**src/dpsm_ram.sv**
```systemverilog
// ----------------------------------------------------------------------------
// Generic simple dual-port RAM
// One write port and one read port; the read data is registered.
// ----------------------------------------------------------------------------
module dpsm_ram #(
   parameter int unsigned WIDTH = 32,
   parameter int unsigned DEPTH = 16,
   localparam int unsigned ADDR_W = (DEPTH > 1) ? $clog2(DEPTH) : 1
) (
   input  logic              clock,
   input  logic              wr_en,
   input  logic [ADDR_W-1:0] wr_addr,
   input  logic [WIDTH-1:0]  wr_data,
   input  logic [ADDR_W-1:0] rd_addr,
   output logic [WIDTH-1:0]  rd_data
);

   logic [WIDTH-1:0] mem_ff [DEPTH];
   logic [WIDTH-1:0] rd_data_ff;

   always_ff @(posedge clock) begin
      if (wr_en) begin
         mem_ff[wr_addr] <= wr_data;
      end
      rd_data_ff <= mem_ff[rd_addr];
   end

   assign rd_data = rd_data_ff;

endmodule

```
**config.mk**
```make
export PLATFORM = sky130hd
export DESIGN_NAME = dpsm_ram
export DESIGN_NICKNAME = d
export VERILOG_FILES = /design/src/dpsm_ram.sv
export SDC_FILE = /design/constraint.sdc
export NUM_CORES = 1
export LEC_CHECK = 0
export ABC_AREA = 0
export BUFFER_PORTS_ARGS = -buffer_cell sky130_fd_sc_hd__buf_2
export CORE_ASPECT_RATIO = 0.75
export CORE_MARGIN = 1
export CORE_UTILIZATION = 60
export CTS_CLUSTER_DIAMETER = 60
export DETAILED_ROUTE_END_ITERATION = 10
export PLACE_DENSITY_LB_ADDON = 0.05
export SETUP_SLACK_MARGIN = 0.2
export SLEW_MARGIN = 20
export SYNTH_ARGS = -nofsm -noshare
export SYNTH_HDL_FRONTEND = slang
export SYNTH_SLANG_ARGS = --single-unit
```
**constraint.sdc**
```tcl
create_clock -name clock -period 6.1 [get_ports clock]
set_input_delay 0.61 -clock clock [delete_from_list [all_inputs] [get_ports clock]]
set_output_delay 0.61 -clock clock [all_outputs]
set_load 0.005 [all_outputs]
```
* Word level (Yosys, flattened, before mapping)
Memory sizes are Yosys's and may differ from the RTL's. A register that Yosys moved wholly into a read port is not among the register bits. Index checks and enable logic that the tools add are counted.
Storage, ports and cells: input bits 42, memories kept 1, RAM bits 512, output and inout port bits 32, flip-flop bits (word level) 0, word-level logic and storage cells 3
Operators by class: multiplexer cells 2
Memories:
- mem_ff | depth 16, bits a word 32, rd ports 1, clocked after Yosys merged registers in 1, wr ports 1, line 18 | logic [WIDTH-1:0] mem_ff [DEPTH];
Operators by type and width (number):
- 1-bit two-way mux | 2

* Logic depth before layout (Yosys ltp)
Gate-level depths: netlist of the first run.
depth after elaboration 2, mapped depth 5, depth with buffers taken out 3

* Least setup slack after synthesis of the first run
No wires, ideal clock.
path kind in2reg, from input port wr_addr[2], to memory mem_ff[0][0], enable pin, cell stages on the path 2, path buffers 0, library setup time 0.461 ns, data arrival time 3.328 ns, path slack 2.310 ns, data required time 5.639 ns, cells stage by stage or3b_2 nor3_1
RTL lines:
- start: declaration | line 12 | input logic [ADDR_W-1:0] wr_addr,
- end: declaration | line 18
No word-level cell before the write port.

==> results of run 1 <==
registers in the layout, summed over array words and instances (netlist names):
register  count
mem_ff      512
rd_data      32
worst max-delay path: stages:
cell and delay [ps]:
clkbuf_8 640, buf_4 640, mux4_2 580, a22oi_1 220
nand2_1 80
cell families (layout without fill, tap and decap cells):
logic type      after synthesis  in the layout  share of synthesized area
simple gates                 59             59                     0.0127
buf+inv                      43            184                     0.0112
mux                         128            128                      0.145
other cells                   0              1                          0
flops                       544            544                      0.807
compound gates               64             64                     0.0242
stage by stage:
| stage | cell area, µm² | power, µW | std cells | util | setup WS (ps) |
|---|---|---|---|---|---|
| CTS | 22500 | 7640 | 1421 | 0.692 | 3640 |
| global route | 22500 | 7800 | 1421 | 0.692 | 3480 |
| floorplan | 19900 | 4480 | 838 | - | 2310 |
| finish | 22500 | 7580 | 1422 | 0.692 | 3700 |
| detailed placement | 20900 | 4630 | 1333 | 0.643 | 3040 |
| global placement | 20900 | 4620 | 1333 | 0.643 | 3110 |
power groups by stage:
stage	Combinational [µW]	Sequential (µW)	Clock (µW)
after global routing	375	4210	3220
final	346	4200	3030
after detailed placement	351	4280	0
after CTS	351	4200	3080
after global placement	340	4280	0
after floorplan	201	4280	0
metal layers:
metal / routed length, µm / track usage
met4: 663 / 0.0629
met5: 34 / 0
met2: 19500 / 0.390
met3: 3090 / 0.0469
met1: 16400 / 0.358
cells in the final DEF (no fill, tap or decap):
cell type   instances
nand2_1            33
a22oi_1            64
nand3_1             1
clkbuf_8            6
clkbuf_1            7
and2_2              1
clkinv_1           12
clkbuf_16          49
nor2b_4             2
nand3b_1            2
bufinv_16           6
mux4_2            128
buf_6               1
dfxtp_1            32
nand2b_1            2
edfxtp_1          512
nor2_4             13
clkinvlp_4          1
or3b_2              1
clkinv_2            8
buf_2              71
diode_2             1
nor3_2              4
buf_4              23
final timing paths:
kind              cells after the start            from              to  slack (ps)
hold reg to reg                       3  mem_ff[14][16]     rd_data[16]         670
setup reg to reg                      3    mem_ff[2][3]      rd_data[3]        4710
hold / removal                        1     wr_data[31]  mem_ff[11][31]         410
setup / recovery                      5      rd_addr[0]      rd_data[5]        3700
cell type report:
type                    instances  share of cell area
diodes                          1            0.000111
multi-input cells             251               0.167
clock buffers                  61              0.0588
clock inverters                27              0.0121
flip-flops and latches        544               0.713
well taps                     442              0.0246
repair buffers                 96              0.0246
==> metrics.txt, run 1 <==
status complete, no violations; Longest Clk Path Bufs 3; fin. max-slew vios 0; initial core utilization 0.612; synth unique cells 18; maximum vdd drop 261 µV; DRT iter0 DRCs 931; period utilization 0.394; via count 8947; postcts setup bufs 0; worst hold path type primary input to flop; Avg Synthesized Cell Area 23.7 µm²; first-pass GRT wire length 58400 µm; DRC Markers 0; drt via density 6.29; final hold vios 0; Flop pwr share 0.555; Comb power frac 0.046; switching share of power 0.194; drt wl/cell 27.9 µm; Max-Slew Margin vs Limit 0.289; largest cells by area after synthesis edfxtp_1 77%, mux4_2 15%, dfxtp_1 3.2%; PD cells 337 nW/µm²; largest net degree at the start of global routing 85; vias in the first global route 9148; Required @ worst endpoint 6550 ps; YS warnings 0; TritonCTS Sinks 544; aggregate global routing overflow 0; Post-Synthesis Cells 838; # port buffers 73; DRT Pass-1 Iters 5; fmax 417 MHz; initial antenna violation count 4; area share of the largest cell type after synthesis 0.774; worst-skew pair later-pin latency 570 ps; crit path launch type primary input; flops & latches, synth 544; Worst setup EP type flop; Hold Buf Count CTS 0; Tmin final 2400 ps; fin nets 984; Seq/Total Area, Yosys 0.807; RSZ-0062 raised after global routing false; Root Driver clkbuf_16; top cells by count, synth 512 x edfxtp_1, 128 x mux4_2, 64 x a22oi_1; WP data arrival 2850 ps; Die Span Y 160 µm; leading area contributor after synthesis edfxtp_1; EDFF count, synth 512; row cnt 57; area of the core 32400 µm²; Total Wirelength 39600 µm; Register Area 16000 µm²; Async SR Flop Fraction 0; Multi-input gate area 3750 µm²; worst-path maximum fanout 71; most frequent cell after synthesis edfxtp_1; post-route ant nets 0; I/O pin cnt 74; total negative slack 0 ps; Total Routing Usage GR 0.245; TritonCTS buffer count 49; Crit Path Class primary input to flop; Pleak 0.00723 µW; Final setup viols 0; Post-Syn Area 19900 µm²; H-tree depth 2; Pint 6100 µW; Min Hold Slack 413 ps; Clock power frac 0.400; Clock Skews 15.4 ps; switching pwr 1470 µW; worst-margin pin slew 1070 ps; Clk pin slew, worst setup/hold paths 60 ps; Main synth FF type edfxtp_1; Detail Placement HPWL 18800 µm; fillers 1963; total die area 33800 µm²; CTS resizes 0; Post-Syn Nets 880; MaxCap Viol Count 0; synthesis-to-finish area growth 13.2%; layout cell share with drive strength beyond 1 0.321; Placer Congestion 0.713; CTS tree done; Die Wd 212 µm
(Power assumes the default switching activity.)
==> run 2, diff against run 1 <==
==> constraint.sdc (replaced) <==
create_clock -name clock -period 2.45 [get_ports clock]
set_input_delay 0.245 -clock clock [delete_from_list [all_inputs] [get_ports clock]]
set_output_delay 0.245 -clock clock [all_outputs]
set_load 0.005 [all_outputs]
==> run 2 against run 1 <==
Against the previous run: cell count grew 1.3%; die area is the same; clock power increased by 150%; final area is 1.6% higher; hold slack got worse by 360 ps; global-route usage up 1.1 points; worst setup slack worse by 2600 ps; critical path depth is 4 lower; via count rose by 0.61%.
==> metrics.txt, run 2 (synthesis results as in run 1) <==
hold path startpoint wr_data[26]; status complete, no violations; Total Wirelength 41100 µm (+3.8%); hold depth 1 (unchanged); fin. max-slew vios 0 (unchanged); fin area 22800 µm² (+1.6%); Reg2Reg Depth 3 (unchanged); largest net degree at the start of global routing 43 (-49%); synthesis-to-finish area growth 15.0%; Reg2Reg Setup Slack 1120 ps (-3590 ps); cell family with most CP delay flip-flops; via count 9002 (+0.61%); TritonCTS buffer count 49 (unchanged); worst hold path type primary input to flop; Worst setup EP type primary output; switching pwr 3780 µW (+160%); switching share of power 0.200 (+0.00536); commonest non-fill, non-tap cell in the layout edfxtp_1; DRT iter0 DRCs 980 (+5.3%); vias in the first global route 9413 (+2.9%); Longest Clk Path Bufs 3 (unchanged); Finished Layout Cells 1441 (+1.3%); Pleak 0.00738 µW (+2.1%); worst-path maximum fanout 1 (-99%); r2r endpoint rd_data[12]; period utilization 0.552; number of flip-flops in the largest register 512 (unchanged); Flop pwr share 0.553 (-0.002); placed insts 1348 (+1.1%); Final setup viols 0 (unchanged); initial antenna violation count 2 (-2); MaxCap Viol Count 0 (unchanged); area of the core 32400 µm² (unchanged); Hold Buf Count CTS 0 (unchanged); worst-skew pair later-pin latency 560 ps (about the same); crit path buf inv count 1 (-1); drt wl/cell 28.5 µm (+2.4%); maximum vdd drop 703 µV (+170%); crit path cell chain buf_2; final hold vios 0 (unchanged); fin nets 999 (+1.5%); worst hold endpoint mem_ff[13][26]; TritonCTS Sinks 544 (unchanged); CTS resizes 0 (unchanged); PD cells 829 nW/µm² (+150%); placed inst area 21200 µm² (+1.7%); postcts setup bufs 0 (unchanged); first-pass GRT wire length 61200 µm (+4.7%); Die Span Y 160 µm (unchanged); Die Wd 212 µm (unchanged); total die area 33800 µm² (unchanged); RR Startpoint mem_ff[10][12]; most frequent cells in the layout 512 x edfxtp_1, 128 x mux4_2, 71 x buf_2, 64 x a22oi_1, 51 x clkbuf_16; fmax 740 MHz; I/O pin cnt 74 (unchanged); RSZ-0062 raised after global routing false; fillers 1919 (-2.2%); Clock power frac 0.398 (-0.002); drt via density 6.25 (-0.71%); crit path launch type flop; post-route ant nets 0 (unchanged); Detail Placement HPWL 21000 µm (+12%); WP data arrival 1110 ps (-1740 ps); Total Routing Usage GR 0.256 (+0.0107); Clk pin slew, worst setup/hold paths 60 ps (about the same); register with the most flip-flops mem_ff; Max-Slew Margin vs Limit 0.569 (+0.280); # port buffers 73 (unchanged); Clock Skews 19.8 ps (+4.45 ps); Placer Congestion 0.748 (+4.8%); worst-margin pin slew 646 ps (-420 ps); initial core utilization 0.612 (unchanged); Crit path largest cell delay 390 ps (-250 ps); Required @ worst endpoint 2200 ps (-4350 ps); CTS tree done; aggregate global routing overflow 0 (unchanged); Root Driver clkbuf_16; Crit Path Class flop to primary output; row cnt 57 (unchanged); final core utilization 0.704 (+0.0113); CP max stage cell dfxtp_1; Comb power frac 0.049 (+0.003); Pint 15100 µW (+150%); Min Hold Slack 50.9 ps (-362 ps); DRT Pass-1 Iters 5 (unchanged); DRC Markers 0 (unchanged); layout cell share with drive strength beyond 1 0.333 (+0.0119); Tmin final 1350 ps; H-tree depth 2 (unchanged)
-- run 2: changes by cell type in the layout (fill, tap and decap cells not counted), moves of 2 or more --
cell	change
clkinv_1	-3
bufinv_16	-2
clkbuf_1	+3
buf_4	-2
buf_12	+18
clkbuf_16	+2
nor3_2	-4
nor3_4	+4
clkinvlp_4	+2
clkinv_2	+2
-- run 2: area by class of cell --
class,instances,area (µm²),share of cell area
repair buffers,111,887,0.0388
well taps,442,553,0.0242
diodes,1,2.50,0.000110
clock inverters,27,235,0.0103
clock buffers,65,1370,0.0599
multi-input cells,251,3770,0.165
flip-flops and latches,544,16000,0.701
-- run 2: routing by layer --
metal	global-route usage	routed length (µm)
met1	0.391	17800
met2	0.398	19900
met3	0.0438	2890
met4	0.0547	521
met5	0	24
-- run 2: worst max path at each step --
stage,start,to,slack (ps),cells past startpoint
floorplan,wr_addr[2],mem_ff[1][0],-120,2
global placement,rd_addr[0],rd_data[12],570,5
detailed placement,rd_addr[0],rd_data[12],530,5
CTS,rd_data[22],rd_data[22],1070,1
global route,rd_addr[0],rd_data[12],1040,5
finish,rd_data[22],rd_data[22],1100,1
-- run 2: metrics by stage --
| step | TNS (ps) | setup slack, ps | power (µW) |
|---|---|---|---|
| after floorplan | -11820 | -123 | 11200 |
| after global placement | 0 | 567 | 11600 |
| after detailed placement | 0 | 529 | 11600 |
| after CTS | 0 | 1070 | 19100 |
| after global routing | 0 | 1040 | 19500 |
| final | 0 | 1100 | 18900 |
-- run 2: power groups by stage --
stage,Combinational (µW),Sequential (µW),Clock (µW)
after floorplan,502,10700,0
after global placement,903,10600,0
after detailed placement,932,10700,0
after CTS,934,10500,7660
after global routing,992,10500,8020
final,923,10500,7540
==> run 3, diff against run 2 <==
==> constraint.sdc (replaced) <==
create_clock -name clock -period 1.3 [get_ports clock]
set_input_delay 0.13 -clock clock [delete_from_list [all_inputs] [get_ports clock]]
set_output_delay 0.13 -clock clock [all_outputs]
set_load 0.005 [all_outputs]
==> run 3 against run 2 <==
Against the previous run: clock power rose by 87%; routed wire length fell by 1.7%; global-route usage fell by 0.44 points; sequential cell count did not move; sequential share of layout area fell by 3.1 points; worst setup slack got worse by 1100 ps; first-iteration DRC count fell by 8.9%; via count rose by 3.2%; non-clock buffer count rose by 58; the flow now finishes with violations (negative setup slack); cell count rose by 4.0%.
==> metrics.txt, run 3 (synthesis results as in run 1) <==
number of flip-flops in the largest register 512 (unchanged); total die area 33800 µm² (unchanged); most frequent cells in the layout 512 x edfxtp_1, 128 x mux4_2, 58 x buf_2, 51 x clkbuf_16, 41 x a22oi_2; drt wl/cell 27.0 µm (-5.4%); RR Startpoint mem_ff[3][21]; cell family with most CP delay multiplexers; final hold vios 0 (unchanged); Total Wirelength 40400 µm (-1.7%); WP data arrival 1760 ps (+650 ps); worst hold endpoint rd_data[29]; vias in the first global route 9775 (+3.8%); placed inst area 21700 µm² (+2.3%); fin. max-slew vios 0 (unchanged); Crit path largest cell delay 530 ps (+140 ps); area of the core 32400 µm² (unchanged); Clock power frac 0.393 (-0.005); layout cell share with drive strength beyond 1 0.402 (+0.0692); fin nets 1057 (+5.8%); Worst setup EP type flop; largest net degree at the start of global routing 49 (+14%); post-route ant nets 0 (unchanged); Pleak 0.00777 µW (+5.3%); dpl ws -310 ps (-839 ps); fmax 762 MHz; Min Hold Slack 107 ps (+56.2 ps); Die Wd 212 µm (unchanged); Pint 28700 µW (+90%); register with the most flip-flops mem_ff; Longest Clk Path Bufs 3 (unchanged); worst-skew pair later-pin latency 570 ps (about the same); switching pwr 7210 µW (+91%); maximum vdd drop 1080 µV (+54%); Clock Skews 18.5 ps (-1.31 ps); Crit Path Class flop to flop; Required @ worst endpoint 1740 ps (-460 ps); Design Power 35900 µW (+90%); # port buffers 73 (unchanged); Total Routing Usage GR 0.252 (-0.00445); commonest non-fill, non-tap cell in the layout edfxtp_1; row cnt 57 (unchanged); switching share of power 0.201 (+0.000999); hold path startpoint rd_addr[3]; hold depth 4 (+3); initial antenna violation count 1 (-1); worst-path maximum fanout 1 (unchanged); TritonCTS buffer count 49 (unchanged); TritonCTS Sinks 544 (unchanged); postcts setup bufs 0 (unchanged); Die Span Y 160 µm (unchanged); Final setup viols 1 (+1); final setup margin -12.5 ps (-1110 ps); Placer Congestion 0.714 (-4.5%); MaxCap Viol Count 0 (unchanged); period utilization 1.01; RSZ-0062 raised after global routing true; DRT iter0 DRCs 893 (-8.9%); I/O pin cnt 74 (unchanged); status finished with violations; PD cells 1500 nW/µm² (+81%); failing checks negative setup slack; drt via density 6.20 (-0.74%); crit path buf inv count 0 (-1); Comb power frac 0.058 (+0.009); initial core utilization 0.612 (unchanged); worst hold path type primary input to flop; synthesis-to-finish area growth 20.6%; via count 9289 (+3.2%); r2r endpoint rd_data[21]; Reg2Reg Setup Slack -10 ps (-1130 ps); crit path cell chain mux4_2, a22oi_2, nand2_1; crit path launch type flop; Reg2Reg Depth 3 (unchanged); CP max stage cell mux4_2; worst-margin pin slew 381 ps (-266 ps); aggregate global routing overflow 0 (unchanged); DRT Pass-1 Iters 7 (+2); total negative slack -12.5 ps (-12.5 ps); Detail Placement HPWL 22500 µm (+7.2%); CTS tree done; Clk pin slew, worst setup/hold paths 60 ps (about the same); H-tree depth 2 (unchanged); Flop pwr share 0.550 (-0.003); fin area 23900 µm² (+4.8%); Max-Slew Margin vs Limit 0.746 (+0.176); fillers 1791 (-6.7%); Root Driver clkbuf_16; DRC Markers 0 (unchanged); Tmin final 1310 ps; first-pass GRT wire length 60900 µm (-0.35%)
==> run 3: changes by cell type in the layout (fill, tap and decap cells not counted), sizes merged <==
cell         before  now
dlygate4sd3       0   32
clkinv           19   11
buf             110  136
clkbuf           66   77
bufinv            4    2
clkinvlp          3    1
==> run 3: worst max path at each step <==
stage / startpoint / to / slack [ps] / depth (start not counted)
detailed placement: rd_addr[0] / rd_data[21] / -310 / 5
global route: mem_ff[3][21] / rd_data[21] / -40 / 3
finish: mem_ff[3][21] / rd_data[21] / -10 / 3
global placement: rd_addr[0] / rd_data[21] / -290 / 5
CTS: mem_ff[3][21] / rd_data[21] / -20 / 3
floorplan: wr_addr[2] / mem_ff[0][0] / -540 / 2
==> run 3: layout make-up <==
cell class                      count  area [µm²]  share of cell area
Multi-Input combinational cell    251        4010               0.168
Antenna cell                        1        2.50            0.000105
Clock inverter                     15         141             0.00591
Sequential cell                   544       16000               0.670
Clock buffer                       76        1450              0.0606
Timing Repair Buffer              169        1730              0.0725
Tap cell                          442         553              0.0231
==> run 3: metrics by stage <==
step	std cells	util
floorplan	838	-
global placement	1374	0.669
detailed placement	1374	0.669
CTS	1497	0.734
global route	1498	0.738
finish	1498	0.738
==> run 3: routing by layer <==
layer | part of all wire | track usage | up-vias
met5 | 0 | 0 | -
met4 | 0.017 | 0.0557 | 0
met3 | 0.076 | 0.0412 | 63
met2 | 0.49 | 0.396 | 384
met1 | 0.42 | 0.380 | 4895
li1 | - | - | 3947
==> run 3: tightest hold or removal path: stages <==
cell and delay (ps):
buf_2 160, nor2b_4 110, a22oi_1 170, nand2_1 60
==> run 3: repair_timing <==
item / in CTS / in global routing
gates resized for setup: 48 / 27
endpoints found under the setup margin: 64 / 64
endpoints found under the hold margin: 512 / 0
hold buffers: 32 / 0
pin swaps: 12 / 3
==> run 3: power by group through the flow <==
stage / combinational [µW] / clock [µW] / sequential [µW]
after CTS: 2030 / 14300 / 19700
after floorplan: 1040 / 0 / 20100
after global routing: 2220 / 15000 / 19800
after global placement: 1810 / 0 / 20100
after detailed placement: 1860 / 0 / 20100
final: 2070 / 14100 / 19700
